## src/design/voice_slot_allocator_assert.svh

```systemverilog
// assertion macros for the voice slot allocator
`ifndef VOICE_SLOT_ALLOCATOR_ASSERT_SVH
`define VOICE_SLOT_ALLOCATOR_ASSERT_SVH

`ifndef SYNTH
// plain property, checked on every clock out of reset
`define VSA_ASSERT(lbl, prop, msg) \
   lbl: assert property (@(posedge clock) disable iff (reset) (prop)) else $error(msg);
// next-cycle implication, checked out of reset
`define VSA_ASSERT_NEXT(lbl, ante, cons, msg) \
   lbl: assert property (@(posedge clock) disable iff (reset) (ante) |=> (cons)) else $error(msg);
`else
`define VSA_ASSERT(lbl, prop, msg)
`define VSA_ASSERT_NEXT(lbl, ante, cons, msg)
`endif

`endif

```

## src/design/vsa_pkg.sv

```systemverilog
package vsa_pkg;

   // operation codes carried in the mode field
   localparam logic [2:0] MODE_ALLOC      = 3'd0;
   localparam logic [2:0] MODE_STOP_GROUP = 3'd1;
   localparam logic [2:0] MODE_STOP_ALL   = 3'd2;
   localparam logic [2:0] MODE_QUERY      = 3'd3;
   localparam logic [2:0] MODE_RELEASE    = 3'd4;

   // packed channel widths
   localparam int REQ_TDATA_W = 56;
   localparam int RSP_TDATA_W = 48;

   localparam logic [31:0] ORDER_MAX = 32'hFFFF_FFFF;
   localparam logic [3:0]  SLOT_NONE = 4'hF;

   // one slot table entry as held in memory
   typedef struct packed {
      logic signed [15:0] grp;
      logic [31:0]        order;
   } entry_type;

endpackage

```

## src/design/voice_slot_allocator.sv

```systemverilog
// channel | dir | fields (lowest bit first)
// req     | in  | mode[2:0] group[18:3] exclude_slot[22:19] fade_us[54:23]
// rsp     | out | slot[3:0] stolen[4] hit[5] active_count[9:6] active_peak[13:10] steal_count[45:14]
//
// each item goes through accept, a scan of the slot table memory at one
// entry per cycle through a registered memory read, and a finish state
// that writes the allocated entry and loads the result.
// reset is synchronous; the table needs no clearing pass, inactive slots
// are never consulted. a new item is taken while a result waits; the
// finish state holds until the result register is free.
`include "voice_slot_allocator_assert.svh"

module voice_slot_allocator
   import vsa_pkg::*;
#(
   parameter int VOICES = 8
) (
   input  logic                   clock,
   input  logic                   reset,
   input  logic                   req_tvalid,
   output logic                   req_tready,
   // mode, group, exclude_slot, fade_us, zero fill
   input  logic [REQ_TDATA_W-1:0] req_tdata,
   output logic                   rsp_tvalid,
   input  logic                   rsp_tready,
   // slot, stolen, hit, active_count, active_peak, steal_count, zero fill
   output logic [RSP_TDATA_W-1:0] rsp_tdata
);

   localparam int IW = (VOICES > 1) ? $clog2(VOICES) : 1;
   localparam int CW = $clog2(VOICES + 1);

   typedef enum logic [1:0] {ST_IDLE, ST_SCAN, ST_FINISH} state_type;

   state_type          state_ff;
   logic [CW-1:0]      scan_ff;
   logic [2:0]         mode_ff;
   logic signed [15:0] grp_ff;
   logic [3:0]         ex_ff;
   logic               fade_zero_ff;
   logic [VOICES-1:0]  active_ff;
   logic [CW-1:0]      cnt_ff;
   logic [CW-1:0]      peak_ff;
   logic [31:0]        steal_ff;
   logic [31:0]        next_order_ff;
   logic               hit_ff;
   logic               free_found_ff;
   logic [IW-1:0]      free_idx_ff;
   logic               same_found_ff;
   logic [IW-1:0]      same_idx_ff;
   logic [31:0]        same_ord_ff;
   logic               any_found_ff;
   logic [IW-1:0]      any_idx_ff;
   logic [31:0]        any_ord_ff;

   logic               rsp_tvalid_ff;
   logic [3:0]         rsp_slot_ff;
   logic               rsp_stolen_ff;
   logic               rsp_hit_ff;
   logic [3:0]         rsp_cnt_ff;
   logic [3:0]         rsp_peak_ff;
   logic [31:0]        rsp_steal_ff;

   // slot table memory
   entry_type          mem [VOICES];
   entry_type          rd_data_ff;
   logic               rd_en;
   logic [IW-1:0]      rd_addr;
   logic               mem_we;
   logic [IW-1:0]      mem_waddr;
   entry_type          mem_wdata;

   // scan-side decode of the entry returned last cycle
   logic               p_valid;
   logic [IW-1:0]      p_idx;
   logic               p_act;
   logic               grp_match;
   logic               ex_match;
   logic               stop_this;

   // finish-side selection
   logic               out_free;
   logic               fin_go;
   logic [IW-1:0]      fin_idx;
   logic               fin_stolen;
   logic [CW-1:0]      cnt_after;
   logic [CW-1:0]      peak_after;
   logic [31:0]        order_inc;

   assign req_tready = (state_ff == ST_IDLE);
   assign rsp_tvalid = rsp_tvalid_ff;
   assign rsp_tdata  = {2'b00, rsp_steal_ff, rsp_peak_ff, rsp_cnt_ff,
                        rsp_hit_ff, rsp_stolen_ff, rsp_slot_ff};

   // read one entry per scan cycle while entries remain
   assign rd_en   = (state_ff == ST_SCAN) && (scan_ff < CW'(VOICES));
   assign rd_addr = scan_ff[IW-1:0];

   always_ff @(posedge clock) begin
      if (mem_we) begin
         mem[mem_waddr] <= mem_wdata;
      end
      if (rd_en) begin
         rd_data_ff <= mem[rd_addr];
      end
   end

   // per-entry match logic
   always_comb begin
      p_valid   = (state_ff == ST_SCAN) && (scan_ff != '0);
      p_idx     = IW'(scan_ff - CW'(1));
      p_act     = active_ff[p_idx];
      grp_match = p_act && !grp_ff[15] && (rd_data_ff.grp == grp_ff);
      ex_match  = !ex_ff[3] && (int'(p_idx) == int'(ex_ff[2:0]));
      unique case (mode_ff)
         MODE_STOP_GROUP: stop_this = grp_match && !ex_match;
         MODE_STOP_ALL:   stop_this = p_act;
         MODE_RELEASE:    stop_this = p_act && ex_match;
         default:         stop_this = 1'b0;
      endcase
   end

   // slot choice and counters for the finish cycle
   always_comb begin
      out_free = !rsp_tvalid_ff || rsp_tready;
      fin_go   = (state_ff == ST_FINISH) && out_free;
      priority if (free_found_ff) begin
         fin_idx    = free_idx_ff;
         fin_stolen = 1'b0;
      end else if (same_found_ff) begin
         fin_idx    = same_idx_ff;
         fin_stolen = 1'b1;
      end else if (any_found_ff) begin
         fin_idx    = any_idx_ff;
         fin_stolen = 1'b1;
      end else begin
         fin_idx    = '0;
         fin_stolen = 1'b1;
      end
      if (mode_ff != MODE_ALLOC) begin
         fin_stolen = 1'b0;
      end
      cnt_after  = cnt_ff + CW'((mode_ff == MODE_ALLOC) && free_found_ff);
      peak_after = (cnt_after > peak_ff) ? cnt_after : peak_ff;
      order_inc  = next_order_ff + 32'd1;
      mem_we     = fin_go && (mode_ff == MODE_ALLOC);
      mem_waddr  = fin_idx;
      mem_wdata  = '{grp: grp_ff, order: next_order_ff};
   end

   // sequencer and result register
   always_ff @(posedge clock) begin
      if (reset) begin
         state_ff      <= ST_IDLE;
         active_ff     <= '0;
         cnt_ff        <= '0;
         peak_ff       <= '0;
         steal_ff      <= '0;
         next_order_ff <= 32'd1;
         rsp_tvalid_ff <= 1'b0;
      end else begin
         if (rsp_tvalid_ff && rsp_tready && !fin_go) begin
            rsp_tvalid_ff <= 1'b0;
         end
         unique case (state_ff)
            ST_IDLE: begin
               if (req_tvalid) begin
                  mode_ff       <= req_tdata[2:0];
                  grp_ff        <= req_tdata[18:3];
                  ex_ff         <= req_tdata[22:19];
                  fade_zero_ff  <= (req_tdata[54:23] == 32'd0);
                  scan_ff       <= '0;
                  hit_ff        <= 1'b0;
                  free_found_ff <= 1'b0;
                  same_found_ff <= 1'b0;
                  any_found_ff  <= 1'b0;
                  same_ord_ff   <= ORDER_MAX;
                  any_ord_ff    <= ORDER_MAX;
                  state_ff      <= ST_SCAN;
               end
            end
            ST_SCAN: begin
               scan_ff <= scan_ff + CW'(1);
               if (scan_ff == CW'(VOICES)) begin
                  state_ff <= ST_FINISH;
               end
               if (p_valid) begin
                  // stop, release and query
                  if (stop_this || (mode_ff == MODE_QUERY && grp_match)) begin
                     hit_ff <= 1'b1;
                  end
                  if (stop_this && fade_zero_ff) begin
                     active_ff[p_idx] <= 1'b0;
                     cnt_ff           <= cnt_ff - CW'(1);
                  end
                  // allocation search: first free, then oldest by group and overall
                  if (mode_ff == MODE_ALLOC) begin
                     if (!p_act && !free_found_ff) begin
                        free_found_ff <= 1'b1;
                        free_idx_ff   <= p_idx;
                     end
                     if (grp_match && rd_data_ff.order < same_ord_ff) begin
                        same_found_ff <= 1'b1;
                        same_idx_ff   <= p_idx;
                        same_ord_ff   <= rd_data_ff.order;
                     end
                     if (p_act && rd_data_ff.order < any_ord_ff) begin
                        any_found_ff <= 1'b1;
                        any_idx_ff   <= p_idx;
                        any_ord_ff   <= rd_data_ff.order;
                     end
                  end
               end
            end
            ST_FINISH: begin
               if (out_free) begin
                  if (mode_ff == MODE_ALLOC) begin
                     active_ff[fin_idx] <= 1'b1;
                     next_order_ff      <= (order_inc == 32'd0) ? 32'd1 : order_inc;
                     rsp_slot_ff        <= 4'(fin_idx);
                  end else begin
                     rsp_slot_ff <= SLOT_NONE;
                  end
                  cnt_ff        <= cnt_after;
                  peak_ff       <= peak_after;
                  steal_ff      <= steal_ff + 32'(fin_stolen);
                  rsp_stolen_ff <= fin_stolen;
                  rsp_hit_ff    <= hit_ff;
                  rsp_cnt_ff    <= 4'(cnt_after);
                  rsp_peak_ff   <= 4'(peak_after);
                  rsp_steal_ff  <= steal_ff + 32'(fin_stolen);
                  rsp_tvalid_ff <= 1'b1;
                  state_ff      <= ST_IDLE;
               end
            end
            default: begin
               state_ff <= ST_IDLE;
            end
         endcase
      end
   end

   `VSA_ASSERT(a_count_matches_flags, $countones(active_ff) == int'(cnt_ff), "active count out of step with slot flags")
   `VSA_ASSERT(a_peak_covers_count, (state_ff != ST_IDLE) || (peak_ff >= cnt_ff), "peak below active count")
   `VSA_ASSERT_NEXT(a_accept_starts_scan, req_tvalid && req_tready, (state_ff == ST_SCAN) && (scan_ff == '0), "accepted item did not start a scan")
   `VSA_ASSERT_NEXT(a_finish_waits, (state_ff == ST_FINISH) && rsp_tvalid && !rsp_tready, state_ff == ST_FINISH, "finish overwrote a pending result")

endmodule

```

## config.mk

```make
export PLATFORM = sky130hd
export DESIGN_NAME = voice_slot_allocator
export DESIGN_NICKNAME = d
export VERILOG_FILES = /design/src/design/vsa_pkg.sv /design/src/design/voice_slot_allocator.sv
export VERILOG_INCLUDE_DIRS = /design/src /design/src/design
export SDC_FILE = /design/constraint.sdc
export NUM_CORES = 1
export LEC_CHECK = 0
export BUFFER_PORTS_ARGS = -buffer_cell sky130_fd_sc_hd__buf_4
export CAP_MARGIN = 10
export CORE_MARGIN = 1.5
export CORE_UTILIZATION = 65
export CTS_CLUSTER_SIZE = 40
export DETAILED_ROUTE_END_ITERATION = 8
export PLACE_DENSITY = 0.79
export SLEW_MARGIN = 30
export SYNTH_ARGS = -nofsm -noshare
export SYNTH_HDL_FRONTEND = slang
export SYNTH_SLANG_ARGS = --single-unit
```

## constraint.sdc

```tcl
create_clock -name clock -period 13.48 [get_ports clock]
set_input_delay 2.696 -clock clock [delete_from_list [all_inputs] [get_ports clock]]
set_output_delay 2.696 -clock clock [all_outputs]
set_load 0.03 [all_outputs]
```

==> implementation parameters, run 1 <==
Parameter                              Value

Worst setup path
  Data arrival time of the critical path    5150 ps
  Worst setup path category    reg -> reg
  Req. time, crit path    13720 ps
  Category of the worst setup path capture point    flip-flop
  Startpoint type of the worst setup path    flip-flop
  Crit-path max FO    103

Logic synthesis
  Multiplexer share of the synthesized area    10.2%
  Dominant cell type by area after synthesis    edfxtp_1
  Number of register bits inferred by synthesis    666
  Synth Area in XOR/XNOR    3.67%
  Post-synth EDFFs    583
  Synthesis Warnings    0
  Cell area after technology mapping    27800 µm²
  Adder and majority cell fraction of the synthesized area    3.33%
  Synthesized-area fraction occupied by ao, oa, aoi and oai cells    3.51%
  Count of distinct cell types in the synthesized netlist    61
  Primary flip-flop cell chosen by synthesis mapping    edfxtp_1
  Largest family of logic cells by synthesized area    multiplexers
  Share of async-settable or async-resettable flops after synthesis    0%
  Fraction of the yosys area taken by sequential cells    68.9%
  Portion of synthesized cell area occupied by the leading cell type    62.9%
  Synth Area in Simple Gates    8.07%
  Avg Cell Area, Syn    15.7 µm²
  Post-Synthesis Cells    1772
  Cells taking the most area after synthesis    edfxtp_1 (63%), mux4_2 (7.9%), dfxtp_1 (6.0%)

Outcome
  Outcome    complete, no violations

Timing
  Shortest clock period the worst path allows after layout    4910 ps
  Endpoints failing hold    0
  Peak clock frequency supported by timing    204 MHz
  Setup TNS    0 ps
  Setup repair after global routing missed its margin    no
  Number of failing setup endpoints in the final timing report    0
  Clk_skew    24.3 ps
  Pins over their slew limit    0
  Slew at the pin with the worst max-slew slack    936 ps
  Worst Hold Slack    470 ps
  Part of the cycle the worst path needs    36.4%
  Worst slew margin relative to its limit    37.6%

Die
  Die width    210 µm
  Initial cell density of the core    66.1%
  Number of rows in the core area    75
  Area of the die    44100 µm²
  Vertical die dimension    210 µm
  I/O pin cnt    110
  Core footprint    42100 µm²

Placed design
  Instance area after placement    29300 µm²
  Number of buffers inserted by port buffering    106
  Post-DP HPWL    32.9 mm
  Weighted congestion reported at the end of routability-driven placement    0.885

Pwr
  Clock group share of total power    42.4%
  Proportion of total power due to net switching    20.5%
  Combinational share of power    3.9%
  Net Sw Power    0.865 mW
  PwrDens    134 nW/µm²
  Leakage power of the design    10.9 nW
  Relative contribution of sequential cells to total power    53.7%
  Maximum VDD drop    149 µV
  Internal power of the cells    3.35 mW

Clock tree
  Latest clock arrival within the worst-skew pair    590 ps
  Number of sinks handled by clock tree synthesis    666
  Clock tree root driver cell    clkbuf_16
  Clock tree from TritonCTS    built
  Post-CTS Setup Bufs    0
  Total number of H-tree levels    3
  Number of buffers added by the clock tree synthesis step    68
  Post-CTS resize count    0
  Number of buffers on the longest clock path    3
  Worst-path clk slew    60 ps
  Hold-fix buffers, CTS    0

Drt
  Post-route DRC    0
  Detailed-route vias per instance    6.21
  Total via count after detailed routing    15400
  First-iteration detailed-routing DRC count    1310
  WL final    56.0 mm
  Number of routed nets with antenna violations    0
  DR pass1 iterations    5
  Avg WL per Cell    22.6 µm

Global route
  Remaining global-route overflow    0
  Vias in the first global route    15800
  Wire length of the first global-routing pass    87.5 mm
  Total GRT Usage    26.3%
  Initial antenna violation count    0
  Pin count of the biggest net entering global routing    104

Final layout
  # nets final    2026
  Count of inserted antenna diode cells    0
  Cell area after layout    31400 µm²
  Area Overhead vs Synth    12.7%
  Fraction of final layout cells sized beyond drive strength 1    20.2%

Min path
  Worst Hold Class    reg -> reg

Run
  Max_cap viols    0
-- registers in the layout, summed over array words and instances (netlist names), 8 cells and up --
name,flops
mem,384
steal_ff,32
rd_data_ff,48
grp_ff,16
any_ord_ff,32
rsp_steal_ff,32
same_ord_ff,32
active_ff,8
next_order_ff,32
-- cells in the final DEF (no fill, tap or decap), drive strengths merged, types with 42 or more instances in the layout --
cell | Yosys | routed
edfxtp | 583 | 583
nor2 | 130 | 130
buf | 30 | 127
mux4 | 98 | 98
clkbuf | 48 | 90
inv | 84 | 86
dfxtp | 83 | 83
ha | 74 | 74
nand2 | 73 | 73
xnor2 | 63 | 63
mux2 | 52 | 52
nand4 | 51 | 51
xor2 | 51 | 51
nand2b | 42 | 42
-- stage by stage --
| step | power, mW | setup slack [ps] | instances | util (%) |
|---|---|---|---|---|
| floorplan | 2.41 | 7660 | 1773 | - |
| global placement | 2.47 | 8390 | 2361 | 69.4 |
| detailed placement | 2.47 | 8320 | 2361 | 69.5 |
| CTS | 4.24 | 8640 | 2484 | 74.4 |
| global route | 4.33 | 8360 | 2484 | 74.5 |
| finish | 4.21 | 8570 | 2484 | 74.5 |
-- cells by family after synthesis --
family | after synthesis
simple gates | 446
buf+inv | 163
mux | 155
other cells | 1
compound gates | 152
flops | 666
fa+ha+maj | 74
xor+xnor | 115
-- power groups by stage --
stage,clock network [mW],registers [mW],logic (mW)
3_3_place_gp,0,2.31,0.161
6_report,1.78,2.26,0.164
4_1_cts,1.81,2.26,0.165
5_1_grt,1.89,2.26,0.178
3_5_place_dp,0,2.31,0.163
2_1_floorplan,0,2.30,0.111
-- per-layer routing --
metal | wire (µm) | vias to the layer above | track usage (%) | share of wire [%]
li1 | - | 6997 | - | -
met1 | 22700 | 7768 | 35.4 | 41
met2 | 28500 | 543 | 44.1 | 51
met3 | 3280 | 111 | 4.32 | 5.8
met4 | 1580 | 0 | 9.15 | 2.8
met5 | 0 | - | 0 | 0
-- cell type report --
cell class	count	area, µm²
clock buffers	90	1850
multi-input cells	944	8140
inverters	85	319
fillers	2487	10800
repair buffers	127	970
well taps	539	674
flip-flops and latches	666	19200
clock inverters	33	255
-- final timing paths --
| kind | start | end | slack, ps | depth (start not counted) |
|---|---|---|---|---|
| max | scan_ff[0]$_SDFFCE_PN0P_ | any_ord_ff[10]$_DFFE_PP_ | 8570 | 10 |
| min | hit_ff$_DFFE_PP_ | rsp_hit_ff$_DFFE_PP_ | 470 | 0 |
| max reg2reg | scan_ff[0]$_SDFFCE_PN0P_ | any_ord_ff[10]$_DFFE_PP_ | 8570 | 10 |
| min reg2reg | hit_ff$_DFFE_PP_ | rsp_hit_ff$_DFFE_PP_ | 470 | 0 |
-- Yosys cell counts (2+ instances only) --
library cell and count:
edfxtp_1 583, nor2_1 130, mux4_2 98, inv_1 84, dfxtp_1 83, ha_1 74, nand2_1 73, xnor2_1 63
mux2_2 52, nand4_1 51, xor2_1 51, clkbuf_1 48, nand2b_1 42, a21oi_1 38, nand3_1 37, o21ai_0 37
nor3_1 27, nor4_1 18, or3_1 18, a21o_1 16, a211oi_1 13, buf_2 13, buf_1 12, nor2b_1 11
and3_1 9, o211ai_1 8, a31oi_1 7, and2_1 7, and4_1 7, mux2i_1 5, or4_1 5, a22oi_1 4
buf_4 4, o21a_1 4, or2_2 4, a41oi_1 3, nor3b_1 3, o31a_1 3, a211o_1 2, o211a_1 2
o21bai_1 2, o31ai_1 2
-- critical path: stages, from the launching register on --
cell,delay (ps)
edfxtp_1,380
buf_12,640
inv_1,370
ha_1,350
xor2_1,580
mux4_2,350
mux2i_1,220
or4_1,620
a21o_1,230
a31oi_4,370
buf_4,430
No activity file was read; power rests on OpenSTA's default activity.
==> run 2: changes to the inputs <==
--- a/config.mk
+++ b/config.mk
@@ -9,10 +9,10 @@
 export BUFFER_PORTS_ARGS = -buffer_cell sky130_fd_sc_hd__buf_4
 export CAP_MARGIN = 10
 export CORE_MARGIN = 1.5
-export CORE_UTILIZATION = 65
+export CORE_UTILIZATION = 62
 export CTS_CLUSTER_SIZE = 40
 export DETAILED_ROUTE_END_ITERATION = 8
-export PLACE_DENSITY = 0.79
+export PLACE_DENSITY = 0.76
 export SLEW_MARGIN = 30
 export SYNTH_ARGS = -nofsm -noshare
 export SYNTH_HDL_FRONTEND = slang
==> constraint.sdc (replaced) <==
create_clock -name clock -period 5.1 [get_ports clock]
set_input_delay 1.02 -clock clock [delete_from_list [all_inputs] [get_ports clock]]
set_output_delay 1.02 -clock clock [all_outputs]
set_load 0.03 [all_outputs]
==> implementation parameters, run 2 (same netlist as run 1, synthesis figures left out) <==
Parameter                              Value

Outcome
  Outcome    complete, no violations

Timing
  Peak clock frequency supported by timing    254 MHz
  Setup TNS    0 ps
  Pins over their slew limit    0
  Worst slew margin relative to its limit    28.9%
  Setup repair after global routing missed its margin    no
  Shortest clock period the worst path allows after layout    3940 ps
  Clk_skew    20.0 ps
  Number of failing setup endpoints in the final timing report    0
  Part of the cycle the worst path needs    77.3%
  Endpoints failing hold    0
  Slew at the pin with the worst max-slew slack    1070 ps

Final layout
  Registers with the most flip-flops    mem: 384 flops, rd_data_ff: 48 flops
  Commonest non-fill, non-tap cell in the layout    edfxtp_1
  # nets final    2031
  Most flops, register    mem
  Fraction of final layout cells sized beyond drive strength 1    20.0%
  Highest-count cells in the layout ignoring fill and taps    edfxtp_1 (583), buf_4 (127), nor2_1 (120), mux4_2 (98), inv_1 (84)
  Number of fill cells in the layout    2760
  Area Overhead vs Synth    13.1%
  Final core utilization    71.2%
  Number of flip-flops in the largest register    384
  Cell area after layout    31500 µm²
  Count of inserted antenna diode cells    0

Die
  Area of the die    46200 µm²
  I/O pin cnt    110
  Die width    215 µm
  Vertical die dimension    215 µm
  Initial cell density of the core    63.0%
  Core footprint    44200 µm²
  Number of rows in the core area    77

Min path
  Worst Hold Class    reg -> reg

Global route
  Pin count of the biggest net entering global routing    103
  Remaining global-route overflow    0
  Wire length of the first global-routing pass    88.9 mm
  Initial antenna violation count    0
  Vias in the first global route    15900
  Total GRT Usage    25.3%

Drt
  Detailed-route vias per instance    6.06
  First-iteration detailed-routing DRC count    1430
  Avg WL per Cell    22.4 µm
  WL final    56.8 mm
  Post-route DRC    0
  DR pass1 iterations    5
  Number of routed nets with antenna violations    0
  Total via count after detailed routing    15400

Run
  Max_cap viols    0

Clock tree
  Number of sinks handled by clock tree synthesis    666
  Clock tree from TritonCTS    built
  Number of buffers added by the clock tree synthesis step    68
  Total number of H-tree levels    3
  Hold-fix buffers, CTS    0
  Worst-path clk slew    60 ps
  Latest clock arrival within the worst-skew pair    600 ps
  Number of buffers on the longest clock path    3
  Post-CTS Setup Bufs    0
  Clock tree root driver cell    clkbuf_16
  Post-CTS resize count    0

Placed design
  Number of buffers inserted by port buffering    106
  Instance area after placement    29400 µm²
  Weighted congestion reported at the end of routability-driven placement    0.852
  Post-DP HPWL    32.5 mm

Pwr
  Post-layout total power    11.1 mW
  PwrDens    352 nW/µm²
  Maximum VDD drop    321 µV
  Leakage power of the design    10.9 nW

Worst setup path
  Category of the worst setup path capture point    flip-flop
  Crit-path max FO    25
  R2r setup slk    1160 ps
  Data arrival time of the critical path    4190 ps
  Req. time, crit path    5350 ps
  Worst setup path category    reg -> reg
  Startpoint type of the worst setup path    flip-flop
run 2: final cells by class:
cell class | instances | area (µm²) | area share, %
inverters | 85 | 319 | 1.01
clock inverters | 29 | 215 | 0.683
repair buffers | 132 | 1060 | 3.37
flip-flops and latches | 666 | 19200 | 60.9
clock buffers | 90 | 1870 | 5.93
well taps | 592 | 741 | 2.35
multi-input cells | 944 | 8120 | 25.8
run 2: per-stage QoR:
step | hold WS (ps) | std cells | worst slack [ps]
5_1_grt | 448 | 2538 | 889
6_report | 456 | 2538 | 1160
3_3_place_gp | 447 | 2417 | 1250
4_1_cts | 452 | 2537 | 1190
3_5_place_dp | 452 | 2418 | 1220
2_1_floorplan | 400 | 1773 | 317
run 2: power by group:
group / total [mW] / leakage [nW] / switching (mW) / internal, mW
clock network: 4.68 / 1.02 / 1.99 / 2.68
registers: 5.98 / 6.03 / 0.0413 / 5.94
logic: 0.436 / 3.86 / 0.243 / 0.193
total: 11.1 / 10.9 / 2.28 / 8.82
run 2: worst max-delay path, cell delays in order (launching register included):
cell	delay (ps)
edfxtp_1	430
inv_1	220
ha_1	270
xor2_1	530
mux4_2	320
mux2i_1	190
or4_1	590
a21o_1	230
a31oi_4	360
buf_4	430
run 2: routing by layer:
layer	global-route usage, %	wire, µm	up-vias
met5	0	0	-
li1	-	-	7002
met1	33.6	23200	7763
met4	11.1	2270	0
met3	3.44	2910	126
met2	42.3	28500	490
run 2: path summary, 6_finish.rpt:
kind / from / endpoint / cells past startpoint
worst max-delay path: scan_ff[0]$_SDFFCE_PN0P_ / any_ord_ff[8]$_DFFE_PP_ / 9
worst min-delay path: hit_ff$_DFFE_PP_ / rsp_hit_ff$_DFFE_PP_ / 0
worst max register to register: scan_ff[0]$_SDFFCE_PN0P_ / any_ord_ff[8]$_DFFE_PP_ / 9
worst min register to register: hit_ff$_DFFE_PP_ / rsp_hit_ff$_DFFE_PP_ / 0
==> run 3: changes to the inputs <==
==> constraint.sdc (replaced) <==
create_clock -name clock -period 3.63 [get_ports clock]
set_input_delay 0.726 -clock clock [delete_from_list [all_inputs] [get_ports clock]]
set_output_delay 0.726 -clock clock [all_outputs]
set_load 0.03 [all_outputs]
==> implementation parameters, run 3 (same netlist as run 1, synthesis figures left out) <==
Parameter                              Value

Outcome
  Outcome    complete, no violations

Die
  I/O pin cnt    110
  Number of rows in the core area    77
  Initial cell density of the core    63.0%
  Core footprint    44200 µm²
  Die width    215 µm
  Vertical die dimension    215 µm
  Area of the die    46200 µm²

Timing
  Number of failing setup endpoints in the final timing report    0
  Worst Hold Slack    306 ps
  Shortest clock period the worst path allows after layout    3300 ps
  Endpoints failing hold    0
  Pins over their slew limit    0
  Worst slew margin relative to its limit    36.8%
  Part of the cycle the worst path needs    90.9%
  Slew at the pin with the worst max-slew slack    948 ps
  Final worst setup slack    331 ps
  Clk_skew    25.3 ps
  Peak clock frequency supported by timing    303 MHz

Final layout
  Footprint of the flip-flops and latches    19200 µm²
  Most flops, register    mem
  Multi-input combinational cell area    8160 µm²
  Count of inserted antenna diode cells    0
  Number of flip-flops in the largest register    384
  Fraction of final layout cells sized beyond drive strength 1    20.9%
  Highest-count cells in the layout ignoring fill and taps    edfxtp_1 (583), buf_4 (146), nor2_1 (120), mux4_2 (98), inv_1 (84)
  Registers with the most flip-flops    mem: 384 flops, rd_data_ff: 48 flops
  Area Overhead vs Synth    13.5%
  Commonest non-fill, non-tap cell in the layout    edfxtp_1
  Final core utilization    71.5%
  Number of fill cells in the layout    2745
  # nets final    2048

Worst setup path
  Category of the worst setup path capture point    flip-flop
  Reg-to-reg critical path endpoint    peak_ff[1]$_SDFFE_PP0P_
  Cell with the most instances on the worst path    ha_1
  Data arrival time of the critical path    3720 ps
  Worst setup path category    reg -> reg
  R2R depth    14
  Critical path's slowest cell    edfxtp_1
  Stage delay of the slowest cell on the critical path    450 ps
  Startpoint type of the worst setup path    flip-flop
  Worst reg2reg startpoint    mode_ff[1]$_DFFE_PP_
  Crit-path max FO    7
  R2r setup slk    330 ps
  Critical Path, Cell by Cell    nor3_1 > buf_4 > and2_1 > ha_1 > ha_1 > xor2_1 > ha_1 > o21a_1 > o21a_1 > o21ai_0 > buf_4 > mux2_2 > nor2_1 > a211oi_1
  Req. time, crit path    4050 ps

Pwr
  PwrDens    488 nW/µm²
  Maximum VDD drop    758 µV
  Leakage power of the design    11.0 nW

Drt
  First-iteration detailed-routing DRC count    1390
  Post-route DRC    0
  Avg WL per Cell    21.8 µm
  Total via count after detailed routing    15500
  Detailed-route vias per instance    6.06
  Number of routed nets with antenna violations    0
  WL final    55.7 mm
  DR pass1 iterations    6

Clock tree
  Number of buffers on the longest clock path    3
  Clock tree from TritonCTS    built
  Latest clock arrival within the worst-skew pair    600 ps
  Worst-path clk slew    60 ps
  Hold-fix buffers, CTS    0
  Number of buffers added by the clock tree synthesis step    67
  Clock tree root driver cell    clkbuf_16
  Total number of H-tree levels    3
  Number of sinks handled by clock tree synthesis    666

Placed design
  Weighted congestion reported at the end of routability-driven placement    0.893
  Number of buffers inserted by port buffering    106
  Post-DP HPWL    33.8 mm
  DP Worst Slack    142 ps

Min path
  Worst Hold Endpoint    grp_ff[1]$_DFFE_PP_
  Worst hold stages    1
  Hold path startpoint    req_tdata[4]
  Worst Hold Class    in -> reg

Global route
  Remaining global-route overflow    0
  Pin count of the biggest net entering global routing    103
  Initial antenna violation count    2
  Vias in the first global route    16000
  Wire length of the first global-routing pass    87.7 mm
  Total GRT Usage    24.8%

Run
  Max_cap viols    0
## run 3: critical path: cells and delay by family, from the launching register on
| kind | cells | cell delay, ps |
|---|---|---|
| fa+ha+maj | 3 | 650 |
| simple gates | 3 | 520 |
| compound gates | 4 | 500 |
| flops | 1 | 450 |
| buf+inv | 2 | 360 |
| mux | 1 | 350 |
| xor+xnor | 1 | 280 |
## run 3: what timing repair did
item                                    CTS  global route
endpoints found under the setup margin    0             7
gates resized for setup                   0             2
buffers inserted                          0             3
## run 3: worst max-delay path by stage
stage,from,end,slack [ps],depth (start not counted)
3_5_place_dp,mode_ff[1]$_DFFE_PP_,steal_ff[29]$_SDFFE_PP0P_,140,11
5_1_grt,mode_ff[1]$_DFFE_PP_,steal_ff[26]$_SDFFE_PP0P_,-4,12
6_report,mode_ff[1]$_DFFE_PP_,peak_ff[1]$_SDFFE_PP0P_,330,14
4_1_cts,mode_ff[1]$_DFFE_PP_,steal_ff[29]$_SDFFE_PP0P_,60,11
2_1_floorplan,mode_ff[0]$_DFFE_PP_,mem[3][0]$_DFFE_PP_,-540,6
3_3_place_gp,mode_ff[0]$_DFFE_PP_,steal_ff[29]$_SDFFE_PP0P_,280,11
## run 3: where the power goes
| group | switching, mW | internal (mW) |
|---|---|---|
| clock | 2.77 | 3.64 |
| sequential | 0.0560 | 8.35 |
| combinational | 0.345 | 0.278 |
## run 3: through the flow
step	setup TNS [ps]	power, mW	cells	area [µm²]
2_1_floorplan	-121960	8.97	1773	27900
3_3_place_gp	0	9.17	2434	29500
3_5_place_dp	0	9.19	2434	29500
4_1_cts	0	15.5	2557	31600
5_1_grt	-3.98	15.9	2560	31600
6_report	0	15.4	2560	31600
## run 3: final cells by class
class                      count  area share, %
clock buffer                 101           6.01
sequential                   666           60.7
inverter                      85           1.01
clock inverter                22          0.436
multi-input combinational    944           25.8
tap                          592           2.34
timing repair buffer         150           3.72
## run 3: per-layer routing
layer / track usage [%] / up-vias / share of wire (%)
met5: 0 / - / 0.014
met1: 33.1 / 7870 / 41
met2: 41.0 / 477 / 50
li1: - / 7040 / -
met4: 9.48 / 2 / 3.0
met3: 4.44 / 119 / 6.1
